==> src/rtl/core/zsr_pkg.sv <==
`default_nettype none

package zsr_pkg;

  // Element word width as carried on the ports
  localparam int WORD_BITS = 32;

  // Default frame capacity
  localparam int MAX_ROWS_DEF    = 64;
  localparam int MAX_COLUMNS_DEF = 64;

  // Configuration register width and index width
  localparam int CFG_DATA_BITS  = 7;
  localparam int CFG_INDEX_BITS = 2;

  // Register reset values
  localparam logic [CFG_DATA_BITS-1:0] COLUMNS_RESET = 7'd8;
  localparam logic [CFG_DATA_BITS-1:0] ROWS_RESET    = 7'd8;

  // Register indexes
  typedef enum logic [CFG_INDEX_BITS-1:0] {
    REG_COLUMNS      = 2'd0,
    REG_ROWS         = 2'd1,
    REG_INVERSE_MODE = 2'd2,
    REG_UNUSED       = 2'd3
  } reg_index_t;

  // Item action codes
  localparam logic ACT_LOAD = 1'b0;
  localparam logic ACT_READ = 1'b1;

  // Input transaction
  typedef struct packed {
    logic                 action;
    logic [WORD_BITS-1:0] element_word;
  } in_item_t;

  // Output transaction
  typedef struct packed {
    logic [WORD_BITS-1:0] element_out;
    logic                 last_of_frame;
  } out_item_t;

  // Cursor control from the top level
  typedef struct packed {
    logic step;   // take the current address and advance
    logic clear;  // return to row 0, column 0 (wins over step)
  } walk_ctl_t;

endpackage

`default_nettype wire

==> src/rtl/core/zsr_walk.sv <==
`default_nettype none

module zsr_walk
  import zsr_pkg::*;
#(
  parameter int MAX_ROWS    = MAX_ROWS_DEF,
  parameter int MAX_COLUMNS = MAX_COLUMNS_DEF,
  localparam int RW    = $clog2(MAX_ROWS + 1),
  localparam int CW    = $clog2(MAX_COLUMNS + 1),
  localparam int DEPTH = MAX_ROWS * MAX_COLUMNS,
  localparam int AW    = (DEPTH > 1) ? $clog2(DEPTH) : 1
) (
  input  wire logic      clk,
  input  wire logic      rst,
  input  wire walk_ctl_t ctl,
  input  wire logic [RW-1:0] nr,   // effective rows, 1..MAX_ROWS
  input  wire logic [CW-1:0] nc,   // effective columns, 1..MAX_COLUMNS
  output logic      [AW-1:0] addr
);

  logic [RW-1:0] walk_row, walk_row_next;
  logic [CW-1:0] walk_column, walk_column_next;
  logic [RW-1:0] r;
  logic [CW-1:0] c;
  logic [RW-1:0] r_step;
  logic [CW-1:0] c_step;
  logic [RW+CW:0] lin;

  // Clamp cursor into the frame, form the linear address
  always_comb begin
    r   = (walk_row >= nr) ? nr - RW'(1) : walk_row;
    c   = (walk_column >= nc) ? nc - CW'(1) : walk_column;
    lin = (RW+CW+1)'(r * nc) + (RW+CW+1)'(c);
    addr = AW'(lin);
  end

  // Zigzag step: up-right on even diagonals, down-left on odd ones
  always_comb begin
    r_step = r;
    c_step = c;
    if ((r[0] ^ c[0]) == 1'b0) begin
      if (r == '0) begin
        if (c == nc - CW'(1)) r_step = r + RW'(1);
        else c_step = c + CW'(1);
      end else if (c == nc - CW'(1)) begin
        r_step = r + RW'(1);
      end else begin
        r_step = r - RW'(1);
        c_step = c + CW'(1);
      end
    end else begin
      if (r == nr - RW'(1)) begin
        c_step = c + CW'(1);
      end else if (c == '0) begin
        r_step = r + RW'(1);
      end else begin
        r_step = r + RW'(1);
        c_step = c - CW'(1);
      end
    end
  end

  always_comb begin
    walk_row_next    = walk_row;
    walk_column_next = walk_column;
    if (ctl.clear) begin
      walk_row_next    = '0;
      walk_column_next = '0;
    end else if (ctl.step) begin
      walk_row_next    = r_step;
      walk_column_next = c_step;
    end
  end

  always_ff @(posedge clk) begin
    if (rst) begin
      walk_row    <= '0;
      walk_column <= '0;
    end else begin
      walk_row    <= walk_row_next;
      walk_column <= walk_column_next;
    end
  end

endmodule

`default_nettype wire

==> config.mk <==
export PLATFORM = sky130hd
export DESIGN_NAME = zsr_walk
export DESIGN_NICKNAME = d
export VERILOG_FILES = /design/src/rtl/core/zsr_pkg.sv /design/src/rtl/core/zsr_walk.sv
export SDC_FILE = /design/constraint.sdc
export NUM_CORES = 1
export LEC_CHECK = 0
export BUFFER_PORTS_ARGS = -buffer_cell sky130_fd_sc_hd__buf_2
export CAP_MARGIN = 5
export CORE_UTILIZATION = 36
export CTS_CLUSTER_SIZE = 14
export DETAILED_ROUTE_END_ITERATION = 7
export PLACE_DENSITY_LB_ADDON = 0.05
export SLEW_MARGIN = 10
export SYNTH_ARGS = -nofsm -noshare
export SYNTH_HDL_FRONTEND = slang
export SYNTH_SLANG_ARGS = --single-unit
==> constraint.sdc <==
create_clock -name clk -period 9.6 [get_ports clk]
set_input_delay 1.92 -clock clk [delete_from_list [all_inputs] [get_ports clk]]
set_output_delay 1.92 -clock clk [all_outputs]
set_load 0.02 [all_outputs]
==> run_results.csv, run 1 <==
group,metric,value,unit
outcome,status,"finished, final reports clean",
critical_path,start_kind,"input port",
logic_synthesis,synth_edf_count,0,
global_route,grt_first_pass_wirelength,19600,um
sta,maxSlewViolCount,0,
logic_synthesis,synthCells,553,
die,die_area,11900,sq um
die,io_pins,30,
layout,final_cells,723,
routing,drc,0,
placed_design,detailed_place_hpwl,9550,um
sta,rsz0062_at_grt,"no",
power,peakVddDrop,0.0954,mV
critical_path,critPathArrivalTime,7.40,ns
sta,post-route-min-period,9.32,ns
logic_synthesis,synth-main-ff-cell,"dfxtp_1",
sta,worst_pin_slew,0.991,ns
die,core,11000,sq um
routing,routed_wirelength,11900,um
routing,drt.antenna.violating_nets,0,
logic_synthesis,synth.yosys.seq_area_share,6.77,%
clocking,htreeDepth,1,
sta,tns,0,ns
layout,nets,681,
logic_synthesis,yosysTopAreaCell,"ha_1",
logic_synthesis,synth_area,4140,sq um
logic_synthesis,syn_area_per_cell,7.49,sq um
global_route,grt_overflow,0,
placed_design,placedCellCount,719,
sta,setup_violations,0,
die,num_rows,38,
logic_synthesis,synth_commonest_cells,"70 x inv_1, 49 x ha_1, 48 x nor2_1, 39 x nand2_1, 35 x a21oi_1",
sta,hold_violations,0,
worst_hold_path,hp-class,"reg -> reg",
layout,area_delta_synth_final,12.4,%
global_route,antenna_found_initial,0,
placed_design,io_buffers,29,
critical_path,critPathMaxFanout,14,
sta,slew_headroom,33.7,%
layout,layout-drive-gt1-share,13.9,%
logic_synthesis,syn_nets,650,
layout,fill_cells,1217,
layout,antenna_cells,0,
routing,drt-pass1-iter-count,5,
sta,finalClockSkew,0.00462,ns
global_route,grt_max_degree,28,
logic_synthesis,synth.most_common_cell,"inv_1",
clocking,cts_buffers,3,
power,leakage,2.23,nW
power,pwr_density_cell,135,nW/um^2
logic_synthesis,synthDistinctLibCells,65,
sta,fmax,0.107,GHz
routing,via_count,3852,
logic_synthesis,async_flop_share,0,%
logic_synthesis,synthTopCellsByArea,"ha_1 15%, fa_1 15%, dfxtp_1 6.8%",
sta,fin_crit_sh,97.1,%
critical_path,worst_ep_required_time,7.68,ns
logic_synthesis,yosys.area.top_type_share,14.8,%
clocking,cts.sinks,14,
die,dieWidth,109,um
clocking,clk_pin_slew,0.05,ns
routing,drtIter0Drc,173,
placed_design,gp_congestion,0.821,
routing,via_per_inst,5.33,
global_route,grt_pass1_vias,3831,
clocking,cts_max_path_buffers,2,
logic_synthesis,yosys_warnings,0,
clocking,root_buffer,"clkbuf_16",
global_route,track_usage,21.1,%
routing,wire_per_inst,16.4,um
clocking,post_cts_buffers,0,
logic_synthesis,synth_seq_cells,14,
clocking,clock_latency,0.25,ns
die,chipHeight,109,um
die,initial_core_util,37.5,%
critical_path,cp-end-kind,"output port",
clocking,cts_tree,"built",
flow_run,cap_viol_max_count,0,
critical_path,crit_type,"in -> out",
metrics by stage:
stage               instance area (sq um)  utilization (%)  power, mW  hold WS (ns)  setup WS, ns
finish                               4650             42.2      0.626         0.596         0.278
global route                         4650             42.2      0.691         0.625      0.000575
CTS                                  4620             41.8      0.628         0.597        0.0248
detailed placement                   4520             41.0      0.532         0.586        0.0245
global placement                     4520             41.0      0.528         0.581        0.0825
floorplan                            4140                -      0.407         0.512         0.354
power breakdown:
group	internal [mW]	total [mW]	switching (mW)
sequential	0.0628	0.0731	0.0103
combinational	0.186	0.463	0.278
clock	0.0633	0.0901	0.0268
layout by cell type, fill, tap and decap left out, types with 5 or more instances in the layout:
master and count:
inv_1 70, ha_1 49, nor2_1 48, nand2_1 39, xnor2_1 32, a21oi_1 31, fa_1 30, buf_2 29
o21ai_0 28, buf_4 23, and2_1 18, nor3_1 16, dfxtp_1 14, mux2i_1 11, and3_1 10, xor2_1 10
nand3_1 8, nand3b_1 8, o21ai_1 6, a21o_1 6, o21bai_1 5, o21a_1 5, or3_1 5, o31ai_1 5
nand2b_1 5
per-layer routing:
metal  share of wire (%)  GRT usage [%]  vias up
met1                  50           30.2     1842
met5                   0              0        -
met2                  47           36.0       55
li1                    -              -     1950
met4                0.26           1.14        0
met3                 2.9           1.67        5
sequential cells by signal, indices dropped and copies added, names as in the netlist:
name and flops:
walk_row 7, walk_column 7
cell families (layout without fill, tap and decap cells):
kind of cell             count (synthesis)  after routing  share of synthesized area [%]
AO/OA/AOI/OAI                          123            123                           19.4
XOR/XNOR                                42             42                           8.88
adder cells (fa/ha/maj)                 79             79                           29.3
buffers and inverters                  100            130                           9.37
flip-flops                              14             14                           6.77
multiplexers                            16             16                           4.26
AND/OR/NAND/NOR                        179            179                           22.0
final timing paths:
check                                                 start                          end  slack [ns]  depth (start not counted)
worst max-delay path                                  nr[4]                     addr[11]        0.28                         21
worst max register to register  walk_column[4]$_SDFFE_PP0P_  walk_column[2]$_SDFFE_PP0P_        5.55                         14
worst min register to register     walk_row[5]$_SDFFE_PP0P_     walk_row[5]$_SDFFE_PP0P_        0.60                          2
worst min-delay path               walk_row[5]$_SDFFE_PP0P_     walk_row[5]$_SDFFE_PP0P_        0.60                          2
layout make-up:
cell class	count	area, sq um	share of cell area (%)
tap	140	175	3.76
timing repair buffer	52	318	6.83
clock buffer	4	88.8	1.91
sequential	14	280	6.02
inverter	74	278	5.97
multi-input combinational	439	3510	75.5
worst max-delay path: stages:
cell	delay [ns]
buf_2	0.15
inv_1	0.10
ha_1	0.35
a21o_1	0.18
a221o_1	0.36
a41o_4	0.33
mux2_2	0.38
and2_1	0.20
fa_1	0.50
inv_1	0.05
fa_1	0.48
fa_1	0.52
fa_1	0.54
inv_1	0.04
ha_1	0.33
a21oi_2	0.18
o21bai_1	0.10
a21oi_2	0.20
o21ai_1	0.13
xnor2_1	0.16
buf_2	0.18
timing repair:
item | 4_1_cts | 5_1_grt
hold buffers | 0 | 0
gates cloned | 0 | 0
endpoints found under the setup margin | 1 | 4
gates resized for setup | 1 | 11
No activity file was read; power rests on OpenSTA's default activity.
==> run 2, diff against run 1 <==
--- a/config.mk
+++ b/config.mk
@@ -7,10 +7,9 @@
 export LEC_CHECK = 0
 export BUFFER_PORTS_ARGS = -buffer_cell sky130_fd_sc_hd__buf_2
 export CAP_MARGIN = 5
-export CORE_UTILIZATION = 36
+export CORE_UTILIZATION = 30
 export CTS_CLUSTER_SIZE = 14
 export DETAILED_ROUTE_END_ITERATION = 7
-export PLACE_DENSITY_LB_ADDON = 0.05
 export SLEW_MARGIN = 10
 export SYNTH_ARGS = -nofsm -noshare
 export SYNTH_HDL_FRONTEND = slang
==> run 2 against run 1 <==
Compared with the run above:
- clock power grew 2.2%
- clock skew about the same
- core utilization decreased by 7.3 points
- register-to-register slack better by 0.13 ns
- sequential share of layout area is essentially flat
- via count up 2.1%
- sequential power about the same
- flip-flop and latch count did not move
- cell count grew 4.6%
- non-clock buffer count shrank 3
==> run_results.csv, run 2 (synthesis results as in run 1) <==
group,metric,value,unit
routing,routed_wirelength,11300,um
worst_hold_path,hp-class,"reg -> reg",
routing,top_layer,"met4",
clocking,post_cts_buffers,0,
sta,setup_violations,0,
placed_design,placed_area,4550,sq um
power,p_int,309,uW
placed_design,io_buffers,29,
flow_run,cap_viol_max_count,0,
routing,wl_met2,5530,um
critical_path,start_kind,"input port",
critical_path,worst_ep_required_time,7.68,ns
power,switching_power,313,uW
clocking,cts_tree,"built",
layout,antenna_cells,0,
power,pwr-share-clk,14.8,%
die,chipHeight,119,um
global_route,grt_max_degree,28,
sta,tns,0,ns
clocking,cts_max_path_buffers,2,
critical_path,critPathArrivalTime,7.32,ns
die,initial_core_util,31.0,%
routing,drc,0,
layout,reg_top3,"walk_column x7, walk_row x7",
layout,layout-drive-gt1-share,12.9,%
routing,via_per_inst,5.20,
layout,final_cell_mix,"70 x inv_1, 49 x ha_1, 48 x nor2_1",
sta,slew_headroom,31.1,%
sta,finalClockSkew,0.00476,ns
die,die_area,14300,sq um
routing,drtIter0Drc,294,
routing,drt-pass1-iter-count,5,
routing,wire_per_inst,14.9,um
global_route,grt_overflow,0,
layout,design_area,4660,sq um
global_route,track_usage,16.1,%
clocking,clock_latency,0.25,ns
die,io_pins,30,
power,switching_share,50.3,%
sta,maxSlewViolCount,0,
global_route,grt_pass1_vias,3887,
placed_design,gp_congestion,0.891,
clocking,clk_pin_slew,0.05,ns
routing,met3_length,468,um
clocking,cts_buffers,3,
sta,post-route-min-period,9.24,ns
clocking,root_buffer,"clkbuf_16",
clocking,cts.sinks,14,
layout,layout_commonest_cell,"inv_1",
sta,fmax,0.108,GHz
outcome,status,"finished, final reports clean",
global_route,antenna_found_initial,0,
power,seqPwrFrac,11.8,%
routing,via_count,3931,
placed_design,pre_cts_ws,0.109,ns
layout,area_delta_synth_final,12.6,%
critical_path,ff2ff_path_depth,14,
critical_path,path_common_cell,"inv_1",
die,num_rows,42,
sta,worst_pin_slew,1.03,ns
critical_path,critPathMaxFanout,14,
clocking,htreeDepth,1,
die,core,13300,sq um
routing,drt.antenna.violating_nets,0,
layout,nets,678,
routing,wl_met1,5110,um
global_route,grt_first_pass_wirelength,18900,um
power,peakVddDrop,0.0463,mV
critical_path,slowest_delay,0.54,ns
critical_path,crit_type,"in -> out",
critical_path,cp-end-kind,"output port",
critical_path,r2r_slack,5.68,ns
sta,fin_crit_sh,96.3,%
sta,rsz0062_at_grt,"no",
sta,hold_violations,0,
layout,fill_cells,1427,
sta,setup_slack,0.359,ns
power,power_frac_comb,73.4,%
power,leakage,2.21,nW
placed_design,detailed_place_hpwl,9040,um
worst_hold_path,hold-path-cell-count,2,
power,pwr_density_cell,133,nW/um^2
critical_path,crit_slowest_cell,"fa_1",
die,dieWidth,119,um
run 2: cell count changes in the layout (fill, tap and decap cells not counted), sizes merged:
cell,delta
buf,-3
run 2: per-stage QoR:
stage / instances / hold slack, ns / total power, mW / util (%)
after floorplan: 553 / 0.512 / 0.407 / -
after global placement: 752 / 0.575 / 0.516 / 34.1
after global routing: 756 / 0.607 / 0.685 / 34.9
final: 756 / 0.581 / 0.622 / 34.9
after CTS: 756 / 0.590 / 0.620 / 34.7
after detailed placement: 752 / 0.583 / 0.525 / 34.1
run 2: cell type report:
type | count | area (sq um) | share of cell area (%)
inverters | 74 | 278 | 5.96
multi-input cells | 439 | 3500 | 75.1
flip-flops and latches | 14 | 280 | 6.01
repair buffers | 49 | 295 | 6.34
well taps | 176 | 220 | 4.72
clock buffers | 4 | 88.8 | 1.91
run 2: power groups by stage:
stage | combinational, mW | sequential, mW | clock (mW)
2_1_floorplan | 0.338 | 0.0689 | 0
3_3_place_gp | 0.442 | 0.0740 | 0
3_5_place_dp | 0.451 | 0.0742 | 0
4_1_cts | 0.455 | 0.0729 | 0.0922
5_1_grt | 0.516 | 0.0738 | 0.0959
6_report | 0.457 | 0.0732 | 0.0921
run 2: worst max-delay path: cells and delay by family:
kind / cells / cell delay, ns
buffers and inverters: 8 / 0.88
multiplexers: 1 / 0.22
AO/OA/AOI/OAI: 8 / 1.66
adder cells (fa/ha/maj): 6 / 2.43
AND/OR/NAND/NOR: 1 / 0.08
XOR/XNOR: 1 / 0.13
run 2: final timing paths:
path	endpoint	startpoint
hold reg to reg	walk_row[5]$_SDFFE_PP0P_	walk_row[5]$_SDFFE_PP0P_
setup reg to reg	walk_column[2]$_SDFFE_PP0P_	walk_column[2]$_SDFFE_PP0P_
setup / recovery	addr[10]	nr[4]
hold / removal	walk_row[5]$_SDFFE_PP0P_	walk_row[5]$_SDFFE_PP0P_
run 2: metal layers:
metal | GRT usage, % | up-vias
met5 | 0 | -
met4 | 3.98 | 0
met3 | 1.58 | 15
met2 | 28.6 | 96
met1 | 20.8 | 1875
li1 | - | 1945
run 2: timing repair:
item | 4_1_cts | 5_1_grt
setup endpoints to repair | 0 | 3
gates resized for setup | 0 | 7
hold buffers | 0 | 0
==> run 3, diff against run 2 <==
--- a/config.mk
+++ b/config.mk
@@ -5,6 +5,7 @@
 export SDC_FILE = /design/constraint.sdc
 export NUM_CORES = 1
 export LEC_CHECK = 0
+export ABC_AREA = 1
 export BUFFER_PORTS_ARGS = -buffer_cell sky130_fd_sc_hd__buf_2
 export CAP_MARGIN = 5
 export CORE_UTILIZATION = 30
==> run 3 against run 2 <==
Compared with the run above:
- first-iteration DRC count shrank 7.1%
- worst hold slack better by 0.018 ns
- maximum frequency up 1.0%
- setup slack improved by 0.092 ns
- global-route usage is 0.26 points higher
- cell area is 7.6% higher
- clock power fell by 3.0%
- cell count increased by 27%
- critical path type unchanged
- largest power group unchanged
==> run_results.csv, run 3 <==
group,metric,value,unit
flow_run,cap_viol_max_count,0,
logic_synthesis,synthDistinctLibCells,35,
sta,post-route-min-period,9.15,ns
logic_synthesis,yosys.area.top_type_share,16.4,%
clocking,cts_max_path_buffers,2,
critical_path,critPathArrivalTime,7.23,ns
logic_synthesis,synthTopCellsByArea,"nand2_1 16%, ha_1 13%, fa_1 13%",
routing,routed_wirelength,12500,um
sta,hold_violations,0,
die,core,15100,sq um
global_route,grt_overflow,0,
layout,nets,873,
global_route,track_usage,16.4,%
logic_synthesis,yosys-mux-area-fraction,0,%
worst_hold_path,hp-class,"reg -> reg",
power,pwr_density_cell,135,nW/um^2
layout,reg_top3,"walk_column x7, walk_row x7",
outcome,status,"finished, final reports clean",
layout,area_delta_synth_final,8.00,%
power,leakage,2.75,nW
logic_synthesis,synth_top_family_by_area,"simple AND/OR/NAND/NOR gates",
logic_synthesis,synthXorXnorAreaFrac,3.96,%
die,dieWidth,126,um
sta,setup_violations,0,
layout,layout-drive-gt1-share,12.0,%
logic_synthesis,synth_seq_cells,14,
routing,drt.antenna.violating_nets,0,
die,io_pins,30,
clocking,clock_latency,0.25,ns
logic_synthesis,synth.most_common_cell,"nand2_1",
routing,via_count,4699,
routing,drtIter0Drc,273,
logic_synthesis,synth_area,4640,sq um
global_route,grt_pass1_vias,4466,
sta,slew_headroom,31.4,%
critical_path,critical-path-top-delay-family,"adder cells",
placed_design,gp_congestion,0.872,
logic_synthesis,synth_compound_area_share,9.94,%
layout,multi_input_area,3770,sq um
sta,fin_hold_ws,0.600,ns
power,peakVddDrop,0.0762,mV
routing,drt-pass1-iter-count,5,
sta,fin_crit_sh,95.3,%
placed_design,detailed_place_hpwl,10100,um
die,chipHeight,126,um
global_route,grt_first_pass_wirelength,21700,um
clocking,cts_tree,"built",
die,initial_core_util,30.7,%
clocking,htreeDepth,1,
sta,rsz0062_at_grt,"no",
routing,via_per_inst,4.88,
logic_synthesis,synthSimpleGateAreaFrac,41.2,%
clocking,hold_buffers,0,
clocking,post_cts_buffers,0,
global_route,antenna_found_initial,0,
logic_synthesis,syn_area_per_cell,6.14,sq um
die,num_rows,45,
sta,maxSlewViolCount,0,
power,p_int,305,uW
layout,fill_cells,1684,
logic_synthesis,syn_nets,853,
logic_synthesis,synth_edf_count,0,
power,switching_power,372,uW
logic_synthesis,synthCells,756,
critical_path,crit_slowest_cell,"fa_1",
layout,design_area,5010,sq um
logic_synthesis,yosys_warnings,0,
power,switching_share,54.9,%
logic_synthesis,yosysTopAreaCell,"nand2_1",
critical_path,critPathMaxFanout,17,
clocking,cts.sinks,14,
layout,ff_latch_area,280,sq um
clocking,clk_pin_slew,0.05,ns
routing,wire_per_inst,13.0,um
clocking,cts_resized,0,
logic_synthesis,synth.yosys.seq_area_share,6.04,%
layout,final_util,33.1,%
logic_synthesis,async_flop_share,0,%
clocking,cts_buffers,3,
critical_path,start_kind,"input port",
routing,drc,0,
sta,tns,0,ns
logic_synthesis,synth_commonest_cells,"203 x nand2_1, 111 x inv_1, 86 x nor2_1, 72 x nand3_1, 49 x ha_1",
power,power_frac_comb,76.6,%
placed_design,placedCellCount,959,
sta,fmax,0.109,GHz
global_route,grt_max_degree,27,
clocking,root_buffer,"clkbuf_16",
placed_design,io_buffers,29,
placed_design,placed_area,4930,sq um
logic_synthesis,synthAdderAreaFrac,26.1,%
sta,worst_pin_slew,1.02,ns
layout,final_cell_mix,"203 x nand2_1, 111 x inv_1, 86 x nor2_1",
die,die_area,16000,sq um
layout,layout_commonest_cell,"nand2_1",
critical_path,worst_ep_required_time,7.68,ns
power,pwr-share-clk,13.2,%
layout,antenna_cells,0,
logic_synthesis,synth-main-ff-cell,"dfxtp_1",
critical_path,cp-end-kind,"output port",
layout,final_cells,963,
critical_path,path_buf_inv,7,
critical_path,crit_type,"in -> out",
power,seqPwrFrac,10.2,%
sta,finalClockSkew,0.00339,ns
critical_path,slowest_delay,0.54,ns
run 3: cell count changes after synthesis, moves of 12 or more:
cell | before | now
nand2_1 | 39 | 203
nor3_1 | 16 | 0
mux2i_1 | 12 | 0
nand2_2 | 0 | 15
and2_1 | 18 | 0
nand4_1 | 4 | 23
nand3_1 | 8 | 72
xnor2_1 | 32 | 6
clkbuf_1 | 20 | 4
inv_1 | 70 | 111
nor2_1 | 48 | 86
run 3: worst paths after layout:
kind | to | slack [ns] | startpoint | cells past startpoint
max reg2reg | walk_row[1]$_SDFFE_PP0P_ | 6.43 | walk_row[6]$_SDFFE_PP0P_ | 14
min reg2reg | walk_column[3]$_SDFFE_PP0P_ | 0.60 | walk_column[3]$_SDFFE_PP0P_ | 2
min | walk_column[3]$_SDFFE_PP0P_ | 0.60 | walk_column[3]$_SDFFE_PP0P_ | 2
max | addr[10] | 0.45 | nr[4] | 28
run 3: cells by family after synthesis:
| logic type | Yosys count |
|---|---|
| buf+inv | 141 |
| compound gates | 76 |
| fa+ha+maj | 79 |
| xor+xnor | 21 |
| simple gates | 425 |
| flops | 14 |
run 3: stage by stage:
stage               total power, mW  setup WS [ns]
finish                        0.677          0.450
global route                  0.760         0.0228
CTS                           0.684          0.449
detailed placement            0.586          0.470
global placement              0.589          0.511
floorplan                     0.470           1.02
run 3: layout make-up:
class                      instances  share of cell area (%)
clock buffer                       4                    1.77
inverter                         123                    9.21
multi-input combinational        601                    75.2
sequential                        14                    5.59
tap                              188                    4.69
timing repair buffer              33                    3.49
run 3: layer usage:
metal	part of all wire, %	GRT usage [%]
met5	0	0
met4	1.1	2.48
met3	3.4	1.48
met2	45	27.2
met1	51	23.4
run 3: power by group through the flow:
stage	Clock [mW]	Combinational (mW)	Sequential, mW
6_report	0.0893	0.518	0.0693
5_1_grt	0.0964	0.594	0.0696
4_1_cts	0.0936	0.521	0.0691
3_5_place_dp	0	0.516	0.0704
3_3_place_gp	0	0.519	0.0704
2_1_floorplan	0	0.403	0.0671
run 3: worst register-to-register path: stages, from the launching register on:
cell and delay (ns):
dfxtp_1 0.47, ha_1 0.31, nand2_2 0.09, inv_2 0.05, a21oi_4 0.32, nand2_4 0.21
o21ai_1 0.30, buf_4 0.26, nand2_2 0.10, nand2_2 0.26, inv_1 0.29, o21ai_0 0.15
o21ai_0 0.09, nor2_1 0.13, nor2_1 0.05
